--- src/rtl/u16u8_pkg.sv ---
`default_nettype none

package u16u8_pkg;

   // bytes one request can give: flush of a held unit plus a three-byte unit
   localparam int unsigned MaxBytes   = 6;
   localparam int unsigned CountWidth = $clog2(MaxBytes + 1);
   localparam int unsigned IdxWidth   = $clog2(MaxBytes);

   // job queue between front and back
   localparam int unsigned QueueDepth = 2;
   localparam int unsigned PtrWidth   = $clog2(QueueDepth);
   localparam int unsigned FillWidth  = $clog2(QueueDepth + 1);

   // utf-8 lead and continuation marks
   localparam logic [7:0] LeadTwo   = 8'hC0;
   localparam logic [7:0] LeadThree = 8'hE0;
   localparam logic [7:0] LeadFour  = 8'hF0;
   localparam logic [7:0] ContMark  = 8'h80;

   // surrogate tags in the top six bits of a code unit
   localparam logic [5:0] HighTag = 6'b110110;
   localparam logic [5:0] LowTag  = 6'b110111;

   // byte list of one request, element 0 goes out first
   typedef struct packed {
      logic [MaxBytes-1:0][7:0] bytes;
      logic [CountWidth-1:0]    count;
   } job_type;

   // three-byte form of a 16-bit value
   function automatic logic [2:0][7:0] enc_three(input logic [15:0] u);
      logic [2:0][7:0] b;
      b[0] = LeadThree | {4'd0, u[15:12]};
      b[1] = ContMark  | {2'd0, u[11:6]};
      b[2] = ContMark  | {2'd0, u[5:0]};
      return b;
   endfunction

endpackage

`default_nettype wire

--- src/rtl/utf16_to_utf8_transcoder_unit.sv ---
// UTF-16 to UTF-8 transcoder. Each request carries one 16-bit code unit and
// yields zero to six UTF-8 bytes on the response channel, one byte per
// response, with rsp_last_of_run set on the final byte of a request. A high
// surrogate is held and gives no bytes until the next unit arrives; a zero
// unit flushes a held surrogate and emits a zero terminator byte. The front
// end classifies a request in the cycle it is taken and pushes its byte list
// into a two-entry job queue; the back end sends one byte per cycle through
// an output register while the receiver takes them. A request produces one
// to three bytes for a plain unit, four for a surrogate pair and up to six
// with a flush. A high surrogate that is only held gives no bytes.
// Requests are taken back to back while the queue has room.
`default_nettype none

module utf16_to_utf8_transcoder_unit (
   input  wire logic        clock,
   input  wire logic        reset,
   input  wire logic        req_valid,
   output logic             req_ready,
   input  wire logic [15:0] req_code_unit,
   output logic             rsp_valid,
   input  wire logic        rsp_ready,
   output logic [7:0]       rsp_out_byte,
   output logic             rsp_last_of_run
);

   logic               push_valid;
   logic               push_ready;
   u16u8_pkg::job_type push_job;
   logic               pop_valid;
   logic               pop_ready;
   u16u8_pkg::job_type pop_job;

   // classify requests and build byte lists
   u16u8_front front_i (
      .clock         (clock),
      .reset         (reset),
      .req_valid     (req_valid),
      .req_ready     (req_ready),
      .req_code_unit (req_code_unit),
      .push_valid    (push_valid),
      .push_ready    (push_ready),
      .push_job      (push_job)
   );

   // decouple front and back
   u16u8_queue queue_i (
      .clock      (clock),
      .reset      (reset),
      .push_valid (push_valid),
      .push_ready (push_ready),
      .push_job   (push_job),
      .pop_valid  (pop_valid),
      .pop_ready  (pop_ready),
      .pop_job    (pop_job)
   );

   // serialize bytes onto the response channel
   u16u8_back back_i (
      .clock           (clock),
      .reset           (reset),
      .job_valid       (pop_valid),
      .job_ready       (pop_ready),
      .job             (pop_job),
      .rsp_valid       (rsp_valid),
      .rsp_ready       (rsp_ready),
      .rsp_out_byte    (rsp_out_byte),
      .rsp_last_of_run (rsp_last_of_run)
   );

endmodule

`default_nettype wire

--- src/rtl/u16u8_front.sv ---
`default_nettype none

module u16u8_front (
   input  wire logic              clock,
   input  wire logic              reset,
   input  wire logic              req_valid,
   output logic                   req_ready,
   input  wire logic [15:0]       req_code_unit,
   output logic                   push_valid,
   input  wire logic              push_ready,
   output u16u8_pkg::job_type     push_job
);

   logic        held_ff;
   logic        held_in;
   logic [15:0] held_unit_ff;
   logic        accept;
   logic        is_low;
   logic        is_high;
   logic        pair;
   logic [20:0] cp;
   logic [2:0][7:0] held_three;
   logic [2:0][7:0] unit_three;
   logic [2:0][7:0] unit_bytes;
   logic [1:0]      unit_cnt;
   u16u8_pkg::job_type job;

   assign req_ready = push_ready;
   assign accept    = req_valid && req_ready;

   assign is_low  = req_code_unit[15:10] == u16u8_pkg::LowTag;
   assign is_high = req_code_unit[15:10] == u16u8_pkg::HighTag;
   assign pair    = held_ff && is_low;

   // supplementary code point of a surrogate pair
   assign cp = 21'h010000 + {1'b0, held_unit_ff[9:0], req_code_unit[9:0]};

   assign held_three = u16u8_pkg::enc_three(held_unit_ff);
   assign unit_three = u16u8_pkg::enc_three(req_code_unit);

   // classify the incoming unit on its own
   always_comb begin
      unit_bytes = '0;
      unit_cnt   = 2'd0;
      if (req_code_unit == 16'd0) begin
         unit_cnt = 2'd1;
      end else if (req_code_unit[15:7] == 9'd0) begin
         unit_bytes[0] = req_code_unit[7:0];
         unit_cnt      = 2'd1;
      end else if (req_code_unit[15:11] == 5'd0) begin
         unit_bytes[0] = u16u8_pkg::LeadTwo  | {3'd0, req_code_unit[10:6]};
         unit_bytes[1] = u16u8_pkg::ContMark | {2'd0, req_code_unit[5:0]};
         unit_cnt      = 2'd2;
      end else if (is_high) begin
         unit_cnt = 2'd0;
      end else begin
         unit_bytes = unit_three;
         unit_cnt   = 2'd3;
      end
   end

   // build the byte list; a held unit pairs with a low one or goes first
   always_comb begin
      job = '0;
      if (pair) begin
         job.bytes[0] = u16u8_pkg::LeadFour | {5'd0, cp[20:18]};
         job.bytes[1] = u16u8_pkg::ContMark | {2'd0, cp[17:12]};
         job.bytes[2] = u16u8_pkg::ContMark | {2'd0, cp[11:6]};
         job.bytes[3] = u16u8_pkg::ContMark | {2'd0, cp[5:0]};
         job.count    = u16u8_pkg::CountWidth'(4);
      end else if (held_ff) begin
         job.bytes[0] = held_three[0];
         job.bytes[1] = held_three[1];
         job.bytes[2] = held_three[2];
         job.bytes[3] = unit_bytes[0];
         job.bytes[4] = unit_bytes[1];
         job.bytes[5] = unit_bytes[2];
         job.count    = u16u8_pkg::CountWidth'(unit_cnt) + u16u8_pkg::CountWidth'(3);
      end else begin
         job.bytes[0] = unit_bytes[0];
         job.bytes[1] = unit_bytes[1];
         job.bytes[2] = unit_bytes[2];
         job.count    = u16u8_pkg::CountWidth'(unit_cnt);
      end
   end

   assign push_job   = job;
   assign push_valid = accept && (job.count != '0);

   // held surrogate state
   assign held_in = accept ? (!pair && is_high) : held_ff;

   always_ff @(posedge clock) begin
      if (reset) begin
         held_ff <= 1'b0;
      end else begin
         held_ff <= held_in;
      end
   end

   always_ff @(posedge clock) begin
      if (accept && is_high) begin
         held_unit_ff <= req_code_unit;
      end
   end

endmodule

`default_nettype wire

--- src/rtl/u16u8_queue.sv ---
`default_nettype none

module u16u8_queue (
   input  wire logic                clock,
   input  wire logic                reset,
   input  wire logic                push_valid,
   output logic                     push_ready,
   input  wire u16u8_pkg::job_type  push_job,
   output logic                     pop_valid,
   input  wire logic                pop_ready,
   output u16u8_pkg::job_type       pop_job
);

   u16u8_pkg::job_type                  mem_ff [u16u8_pkg::QueueDepth];
   logic [u16u8_pkg::PtrWidth-1:0]      wr_ptr_ff;
   logic [u16u8_pkg::PtrWidth-1:0]      wr_ptr_in;
   logic [u16u8_pkg::PtrWidth-1:0]      rd_ptr_ff;
   logic [u16u8_pkg::PtrWidth-1:0]      rd_ptr_in;
   logic [u16u8_pkg::FillWidth-1:0]     fill_ff;
   logic [u16u8_pkg::FillWidth-1:0]     fill_in;
   logic                                do_push;
   logic                                do_pop;

   assign push_ready = fill_ff != u16u8_pkg::FillWidth'(u16u8_pkg::QueueDepth);
   assign pop_valid  = fill_ff != '0;
   assign pop_job    = mem_ff[rd_ptr_ff];

   assign do_push = push_valid && push_ready;
   assign do_pop  = pop_valid && pop_ready;

   // pointer and fill bookkeeping
   always_comb begin
      wr_ptr_in = wr_ptr_ff;
      rd_ptr_in = rd_ptr_ff;
      fill_in   = fill_ff;
      if (do_push) begin
         wr_ptr_in = (wr_ptr_ff == u16u8_pkg::PtrWidth'(u16u8_pkg::QueueDepth - 1)) ?
                     '0 : wr_ptr_ff + 1'b1;
      end
      if (do_pop) begin
         rd_ptr_in = (rd_ptr_ff == u16u8_pkg::PtrWidth'(u16u8_pkg::QueueDepth - 1)) ?
                     '0 : rd_ptr_ff + 1'b1;
      end
      if (do_push && !do_pop) begin
         fill_in = fill_ff + 1'b1;
      end else if (do_pop && !do_push) begin
         fill_in = fill_ff - 1'b1;
      end
   end

   always_ff @(posedge clock) begin
      if (reset) begin
         wr_ptr_ff <= '0;
         rd_ptr_ff <= '0;
         fill_ff   <= '0;
      end else begin
         wr_ptr_ff <= wr_ptr_in;
         rd_ptr_ff <= rd_ptr_in;
         fill_ff   <= fill_in;
      end
   end

   // job storage
   always_ff @(posedge clock) begin
      if (do_push) begin
         mem_ff[wr_ptr_ff] <= push_job;
      end
   end

endmodule

`default_nettype wire

--- src/rtl/u16u8_back.sv ---
`default_nettype none

module u16u8_back (
   input  wire logic                clock,
   input  wire logic                reset,
   input  wire logic                job_valid,
   output logic                     job_ready,
   input  wire u16u8_pkg::job_type  job,
   output logic                     rsp_valid,
   input  wire logic                rsp_ready,
   output logic [7:0]               rsp_out_byte,
   output logic                     rsp_last_of_run
);

   logic [u16u8_pkg::IdxWidth-1:0] idx_ff;
   logic [u16u8_pkg::IdxWidth-1:0] idx_in;
   logic                           valid_ff;
   logic                           valid_in;
   logic [7:0]                     byte_ff;
   logic                           last_ff;
   logic                           load;
   logic                           take;
   logic                           is_last;

   // output register is free when empty or being drained
   assign load    = !valid_ff || rsp_ready;
   assign take    = load && job_valid;
   assign is_last = u16u8_pkg::CountWidth'(idx_ff) == job.count - 1'b1;

   assign job_ready = take && is_last;

   // byte walk through the head job
   always_comb begin
      idx_in   = idx_ff;
      valid_in = valid_ff;
      if (take) begin
         idx_in   = is_last ? '0 : idx_ff + 1'b1;
         valid_in = 1'b1;
      end else if (load) begin
         valid_in = 1'b0;
      end
   end

   always_ff @(posedge clock) begin
      if (reset) begin
         idx_ff   <= '0;
         valid_ff <= 1'b0;
      end else begin
         idx_ff   <= idx_in;
         valid_ff <= valid_in;
      end
   end

   always_ff @(posedge clock) begin
      if (take) begin
         byte_ff <= job.bytes[idx_ff];
         last_ff <= is_last;
      end
   end

   assign rsp_valid       = valid_ff;
   assign rsp_out_byte    = byte_ff;
   assign rsp_last_of_run = last_ff;

endmodule

`default_nettype wire

--- config.mk ---
export PLATFORM = sky130hd
export DESIGN_NAME = utf16_to_utf8_transcoder_unit
export DESIGN_NICKNAME = d
export VERILOG_FILES = /design/src/rtl/u16u8_pkg.sv /design/src/rtl/utf16_to_utf8_transcoder_unit.sv /design/src/rtl/u16u8_front.sv /design/src/rtl/u16u8_queue.sv /design/src/rtl/u16u8_back.sv
export SDC_FILE = /design/constraint.sdc
export NUM_CORES = 1
export LEC_CHECK = 0
export BUFFER_PORTS_ARGS = -buffer_cell sky130_fd_sc_hd__clkbuf_2
export CORE_ASPECT_RATIO = 0.5
export CORE_MARGIN = 5
export CORE_UTILIZATION = 26
export DETAILED_ROUTE_END_ITERATION = 10
export GPL_ROUTABILITY_DRIVEN = 0
export PLACE_DENSITY = 0.46
export REMOVE_ABC_BUFFERS = 1
export SYNTH_ARGS = -nofsm -noshare
export SYNTH_HDL_FRONTEND = slang
export SYNTH_HIERARCHICAL = 1
export SYNTH_SLANG_ARGS = --single-unit
--- constraint.sdc ---
create_clock -name clock -period 4.15 [get_ports clock]
set_input_delay 0 -clock clock [delete_from_list [all_inputs] [get_ports clock]]
set_output_delay 0 -clock clock [all_outputs]
set_load 0.005 [all_outputs]
# Word level (Yosys, flattened, before mapping)

Memories as Yosys holds them, arrays and structs flattened. A register that Yosys moved wholly into a read port is not among the register bits.
Cells that the tools add are included.
W data, S select, Z words.

Register bits: 34
Memories kept: 1
Bits in writable memories: 102
Output and inout port bits: 11
Input bits: 20
Logic and storage cells: 76

Multiplexer cells: 30
Add/sub/neg operators: 8
Equality and inequality tests: 4
Reductions and logical operators: 23
Order comparisons: 1

Memory list:

| memory         | depth | width | read ports | clocked after memory_dff | write ports | line              | text |
|---|---|---|---|---|---|---|---|
| queue_i.mem_ff | 2     | 51    | 1          | 1                        | 1           | u16u8_queue.sv:14 | `u16u8_pkg::job_type mem_ff [u16u8_pkg::QueueDepth];` |

Operator list:

| cell                     | number |
|---|---|
| $mux W24                 | 6 |
| $mux W16                 | 3 |
| $mux W35                 | 1 |
| $mux W27                 | 1 |
| $bmux W8 S3              | 1 |
| $mux W8                  | 3 |
| $add A17 B20 Y21 const A | 1 |
| $logic_not A16 Y1        | 1 |
| $eq A6 B6 Y1 const B     | 2 |
| $mux W2                  | 6 |
| $logic_and A1 B1 Y1      | 11 |
| $logic_not A9 Y1         | 1 |
| $mux W1                  | 8 |
| $reduce_bool A2 Y1       | 3 |
| $logic_not A5 Y1         | 1 |
| $logic_not A1 Y1         | 4 |
| $lt A3 B4 Y1 const B     | 1 |
| $add A2 B2 Y3 const B    | 1 |
| $add A3 B1 Y3 const B    | 1 |
| $eq A3 B3 Y1             | 1 |
| $mux W3                  | 1 |
| $reduce_bool A3 Y1       | 1 |
| $sub A3 B1 Y3 const B    | 1 |
| $add A1 B1 Y1 const B    | 2 |
| other kinds (4)          | 4 |

# Depth between registers and ports, before layout

Depth after elaboration: 17
Mapped depth: 13
Gate-level depth less buffers: 11

# Hierarchy

The synthesis kept the hierarchy.

Modules (own cells, without submodules):

| module      | area each (µm²) | instances | seq. area each (µm²) | cells each |
|---|---|---|---|---|
| u16u8_queue | 3890.0          | 1         | 3163.0               | 183 |
| u16u8_front | 1554.0          | 1         | 500.5                | 169 |
| u16u8_back  | 923.4           | 1         | 350.3                | 77 |

# Least setup slack after synthesis

Ideal clock, no wire load.

Kind: input -> register
Start point: input req_code_unit[13]
End point: memory queue_i/mem_ff[1][0] in the netlist's numbering, enable pin
Cell stages on the path: 8
Library setup time: 414 ps
Arrival time: 2647 ps
Path slack: 1089 ps
Path through: buf_2 -> inv_1 -> a22oi_1 -> a21oi_1 -> ha_1 -> nand4_1 -> o21a_1 -> and3_1

Word-level cells in the longest chain between the ends: 13
Elaborated cells between the ends (all ways): 18
Those cells by class: add/sub (1); eq/ne (2); mux (8); reduce/logical (7)

Ends and longest elaborated chain:

| element                           | line                                | text |
|---|---|---|
| from (decl)                       | utf16_to_utf8_transcoder_unit.sv:19 | `input wire logic [15:0] req_code_unit,` |
| $eq A6 B6 Y1                      | u16u8_front.sv:32                   | `assign is_high = req_code_unit[15:10] == u16u8_pkg::HighTag;` |
| $mux W2                           | u16u8_front.sv:54                   | `end else if (is_high) begin` |
| $mux W2                           | u16u8_front.sv:50                   | `end else if (req_code_unit[15:11] == 5'd0) begin` |
| $mux W2                           | u16u8_front.sv:47                   | `end else if (req_code_unit[15:7] == 9'd0) begin` |
| $mux W2                           | u16u8_front.sv:45                   | `if (req_code_unit == 16'd0) begin` |
| $add A2 B2 Y3                     | u16u8_front.sv:78                   | `job.count = u16u8_pkg::CountWidth'(unit_cnt) + u16u8_pkg::CountWidth'(3);` |
| $mux W27                          | u16u8_front.sv:71                   | `end else if (held_ff) begin` |
| $mux W35 (*)                      | u16u8_front.sv:65                   | `if (pair) begin` |
| $reduce_bool A3 Y1 (*)            | u16u8_front.sv:88                   | `assign push_valid = accept && (job.count != '0);` |
| $logic_and A1 B1 Y1 (*)           | u16u8_front.sv:88                   |  |
| via push_valid                    | utf16_to_utf8_transcoder_unit.sv:26 | `logic push_valid;` |
| $logic_and A1 B1 Y1 (*)           | u16u8_queue.sv:28                   | `assign do_push = push_valid && push_ready;` |
| $mux W1 (*)                       | u16u8_queue.sv:65                   | `if (do_push) begin` |
| $mux W1 (implied by the code) (*) | u16u8_queue.sv:66                   | `mem_ff[wr_ptr_ff] <= push_job;` |
| to (decl)                         | u16u8_queue.sv:14                   |  |

The timed path passes the listed nets; every way through them passes the cells marked *.

# Worst setup path after layout

Start point: input req_code_unit[7]
End point: memory queue_i/mem_ff[1][31] in the netlist's numbering, enable pin

Word-level cells in the longest chain between the ends: 11
Elaborated cells between the ends (all ways): 12
Those cells by class: add/sub (1); mux (6); reduce/logical (5)

Ends and longest elaborated chain:

| element                           | line |
|---|---|
| $logic_not A9 Y1                  | u16u8_front.sv:47 |
| $mux W2                           | u16u8_front.sv:47 |
| $mux W2 (*)                       | u16u8_front.sv:45 |
| $add A2 B2 Y3                     | u16u8_front.sv:78 |
| $mux W27 (*)                      | u16u8_front.sv:71 |
| $mux W35 (*)                      | u16u8_front.sv:65 |
| $reduce_bool A3 Y1 (*)            | u16u8_front.sv:88 |
| $logic_and A1 B1 Y1 (*)           | u16u8_front.sv:88 |
| via push_valid                    | utf16_to_utf8_transcoder_unit.sv:26 |
| $logic_and A1 B1 Y1 (*)           | u16u8_queue.sv:28 |
| $mux W1 (*)                       | u16u8_queue.sv:65 |
| $mux W1 (implied by the code) (*) | u16u8_queue.sv:66 |

Marked as above.

==> summary.md <==
| Metric | Value |
|---|---|
| VDD IR max | 0.2833 mV |
| First-pass DRT Iterations | 6 |
| Synth top area share | 0.5989 |
| Via density per instance | 4.556 |
| Max Cap Viol | 0 |
| Slew Limit Headroom | 0.4704 |
| Max Fanout on Critical Path | 24 |
| Antenna violations before repair | 0 |
| Worst endpoint required time | 4260 ps |
| Starting Density | 0.2651 |
| Xor/xnor share of the synthesized area | 0.01749 |
| Area Overhead vs Synth | 20.53% |
| Mux contribution to synthesized area | 0.1484 |
| Status | finished, final reports clean |
| CP max-delay cell | and3_2 |
| WP buf/inv | 3 |
| Synthesized-area fraction occupied by adder cells | 0.009825 |
| Initial drt markers | 335 |
| Cells after synthesis | around 430 |
| RSZ-0062 raised after global routing | no |
| DRT antenna net count | 0 |
| CTS H-tree lvls | 4 |
| WL/cell | 18.48 um |
| Total CTS buffers | 17 |
| Post-synth top flop | edfxtp_1 |
| P_leak | about 0.0026 uW |
| CP endpoint kind | flop |
| Final Critical Period | approximately 3300 ps |
| Vias in the first global route | about 3900 |
| DP HPWL | 10.13 mm |
| Asr flop ratio synth | 0 |
| Synth top cells by count | edfxtp_1, mux2_2, nor2_1, mux2i_1, inv_1 |
| Post_cts resized | 0 |
| Worst setup SP type | input port |
| Netlist cell types | 57 |
| Slew Viols, Final | 0 |
| FF+latch count, synth | ~140 |
| CP top delay family | simple AND/OR/NAND/NOR gates |
| Bufs on Longest Clock Path | 2 |
| Core area | 0.02402 mm2 |
| Setup Skew | between 10 and 15 ps |
| DR vias | around 3700 |
| Hold Vio Cnt, Final | 0 |
| Post-Layout Cell Count | about 810 |
| EDFF count, synth | 127 |
| TritonCTS clock tree | built |
| CTS root buffer | clkbuf_16 |
| Largest family of logic cells by synthesized area | multiplexers |
| Full die area | around 0.028 mm2 |
| Worst-Margin Slew | 790.1 ps |
| Cell area after synthesis | roughly 0.0064 mm2 |
| Global-route total usage across every layer | 0.1129 |
| Dominant cell type by area after synthesis | edfxtp_1 |
| PD cells | roughly 570 mW/mm2 |
| WP data arrival | ~3400 ps |
| Placed Cells | ~760 |
| Final setup fails | 0 |
| Slowest stage delay, CP | slightly below 600 ps |
| Die W | 231.3 um |
| Num ports | 31 |
| Syn. warnings | 6 |
| Gr ovfl total | 0 |
| Worst-skew pair later-pin latency | between 400 and 500 ps |
| HP Class | in2reg |
| Final instance area | about 0.0077 mm2 |
| Area after DPL | ~0.0069 mm2 |
| WL final | about 15 mm |
| Clock sink count | ~140 |
| Post-synthesis average cell area | 14.84 um2 |
| Final net count | 510 |
| Seq/Total Area, Yosys | 0.6304 |
| Port bufs | 30 |
| Synth Area in Compound Gates | 0.07683 |
| Synth area leaders | edfxtp_1, mux2_2, dfxtp_1 |
| F_max | ~0.31 GHz |
| Clk pin slew, worst setup/hold paths | 60 ps |
| Site Rows | 40 |
| Critical path class | in2reg |
| Most common cell in the netlist | edfxtp_1 |
| Crit share post-route | 0.7864 |
| DIE HEIGHT | 120.7 um |
| First-pass GRT wire length | approximately 24 mm |
| DRC Markers | 0 |
| Antenna Cells | 0 |
| Crit-path cells | dlygate4sd3_1 -> clkbuf_2 -> nor4_4 -> nand3_1 -> nand2_1 -> ha_1 -> nand4_1 -> o21a_1 -> and3_2 -> buf_12 |
| Layout cell share with drive strength beyond 1 | 0.2972 |
| Post-Route Setup TNS | 0 ps |
| Simple-gate share of the synthesized area | 0.08509 |
| Pin count of the biggest net entering global routing | 34 |
## kinds of logic (layout without fill, tap and decap cells)
| group | after synthesis | after routing |
|---|---|---|
| multiplexers | 78 | 78 |
| buffers and inverters | 40 | 106 |
| AND/OR/NAND/NOR | 88 | 88 |
| other | 1 | 4 |
| flip-flops | 137 | 137 |
| XOR/XNOR | 11 | 11 |
| AO/OA/AOI/OAI | 69 | 69 |
| adder cells (fa/ha/maj) | 5 | 5 |
## area by class of cell
class / instances / area (um2)
clock buffer: 18 / 429.2
clock inverter: 14 / 178.9
fill: 2379 / 16350
inverter: 17 / 63.81
multi-input combinational: 255 / 2166
sequential: 137 / 4015
tap: 315 / 394.1
timing repair buffer: 57 / 427.9
## worst register-to-register path: cells and delay by family (launching register included)
kind	cells	cell delay, ps
AND/OR/NAND/NOR	3	660
XOR/XNOR	1	160
multiplexers	1	450
adder cells (fa/ha/maj)	2	580
buffers and inverters	1	60
flip-flops	1	660
AO/OA/AOI/OAI	2	320
## routing by layer
layer  global-route usage  wire, um  vias up
met5                    0         0        -
met4              0.03783       203        0
met3              0.02581       610       13
met2               0.1613      6578       61
met1               0.1677      7633     1866
li1                     -         -     1764
## final timing paths
check	slack, ps	endpoint	cells after the start	startpoint
max reg2reg	1170	queue_i/fill_ff[1]	10	flop
min reg2reg	510	queue_i/rd_ptr_ff	2	queue_i/rd_ptr_ff
min	420	front_i/held_unit_ff[0]	2	req_code_unit[0]
max	890	queue_i/mem_ff[1][31]	10	req_code_unit[7]
## stage by stage
stage	hold slack [ps]	power [uW]	util	setup WS [ps]
CTS	419.2	4450	0.3195	914.9
finish	418.9	4385	0.3195	886.3
global route	416.6	4606	0.3195	656.6
detailed placement	310.9	2849	0.2858	1026
floorplan	69.07	2526	-	590.4
global placement	304.9	2842	0.2858	1094
## cells in the final DEF, fill, tap and decap left out, types with 4 or more instances in the layout
cell type / netlist / layout
edfxtp_1: 127 / 127
mux2_2: 51 / 51
clkbuf_2: 0 / 30
nor2_1: 21 / 21
dlygate4sd3_1: 0 / 20
mux2i_1: 19 / 19
clkbuf_16: 0 / 17
inv_1: 17 / 16
a21oi_1: 16 / 16
nand2_1: 14 / 14
o22ai_1: 11 / 11
o2bb2ai_1: 11 / 11
and2_1: 10 / 10
dfxtp_1: 10 / 9
mux4_2: 8 / 8
o21ai_0: 8 / 8
nand3_1: 8 / 8
a22o_1: 7 / 7
nor3_1: 6 / 6
xnor2_1: 5 / 5
ha_1: 5 / 5
buf_4: 6 / 5
nand2b_1: 4 / 4
xor2_1: 4 / 4
clkinv_2: 0 / 4
bufinv_16: 0 / 4
conb_1: 1 / 4
## timing repair
item	4_1_cts	5_1_grt
hold buffers	20	0
endpoints found under the hold margin	26	0
buffers inserted	0	0
## registers in the layout (all words and copies together) (netlist names), named ones only
name                    cells
back_i/rsp_last_of_run      1
queue_i/fill_ff             2
front_i/held_unit_ff       16
back_i/rsp_out_byte         8
queue_i/rd_ptr_ff           1
queue_i/wr_ptr_ff           1
front_i/held_ff             1
back_i/idx_ff               3
queue_i/mem_ff            102
back_i/rsp_valid            1
## power by group
| group | leakage, uW | total [uW] | switching, uW | internal (uW) |
|---|---|---|---|---|
| Sequential | 0.00124 | 1930 | 70.6 | 1860 |
| Combinational | 0.00112 | 891 | 508 | 383 |
| Clock | 0.000291 | 1570 | 570 | 998 |
Power figures use the tool's default switching activity.
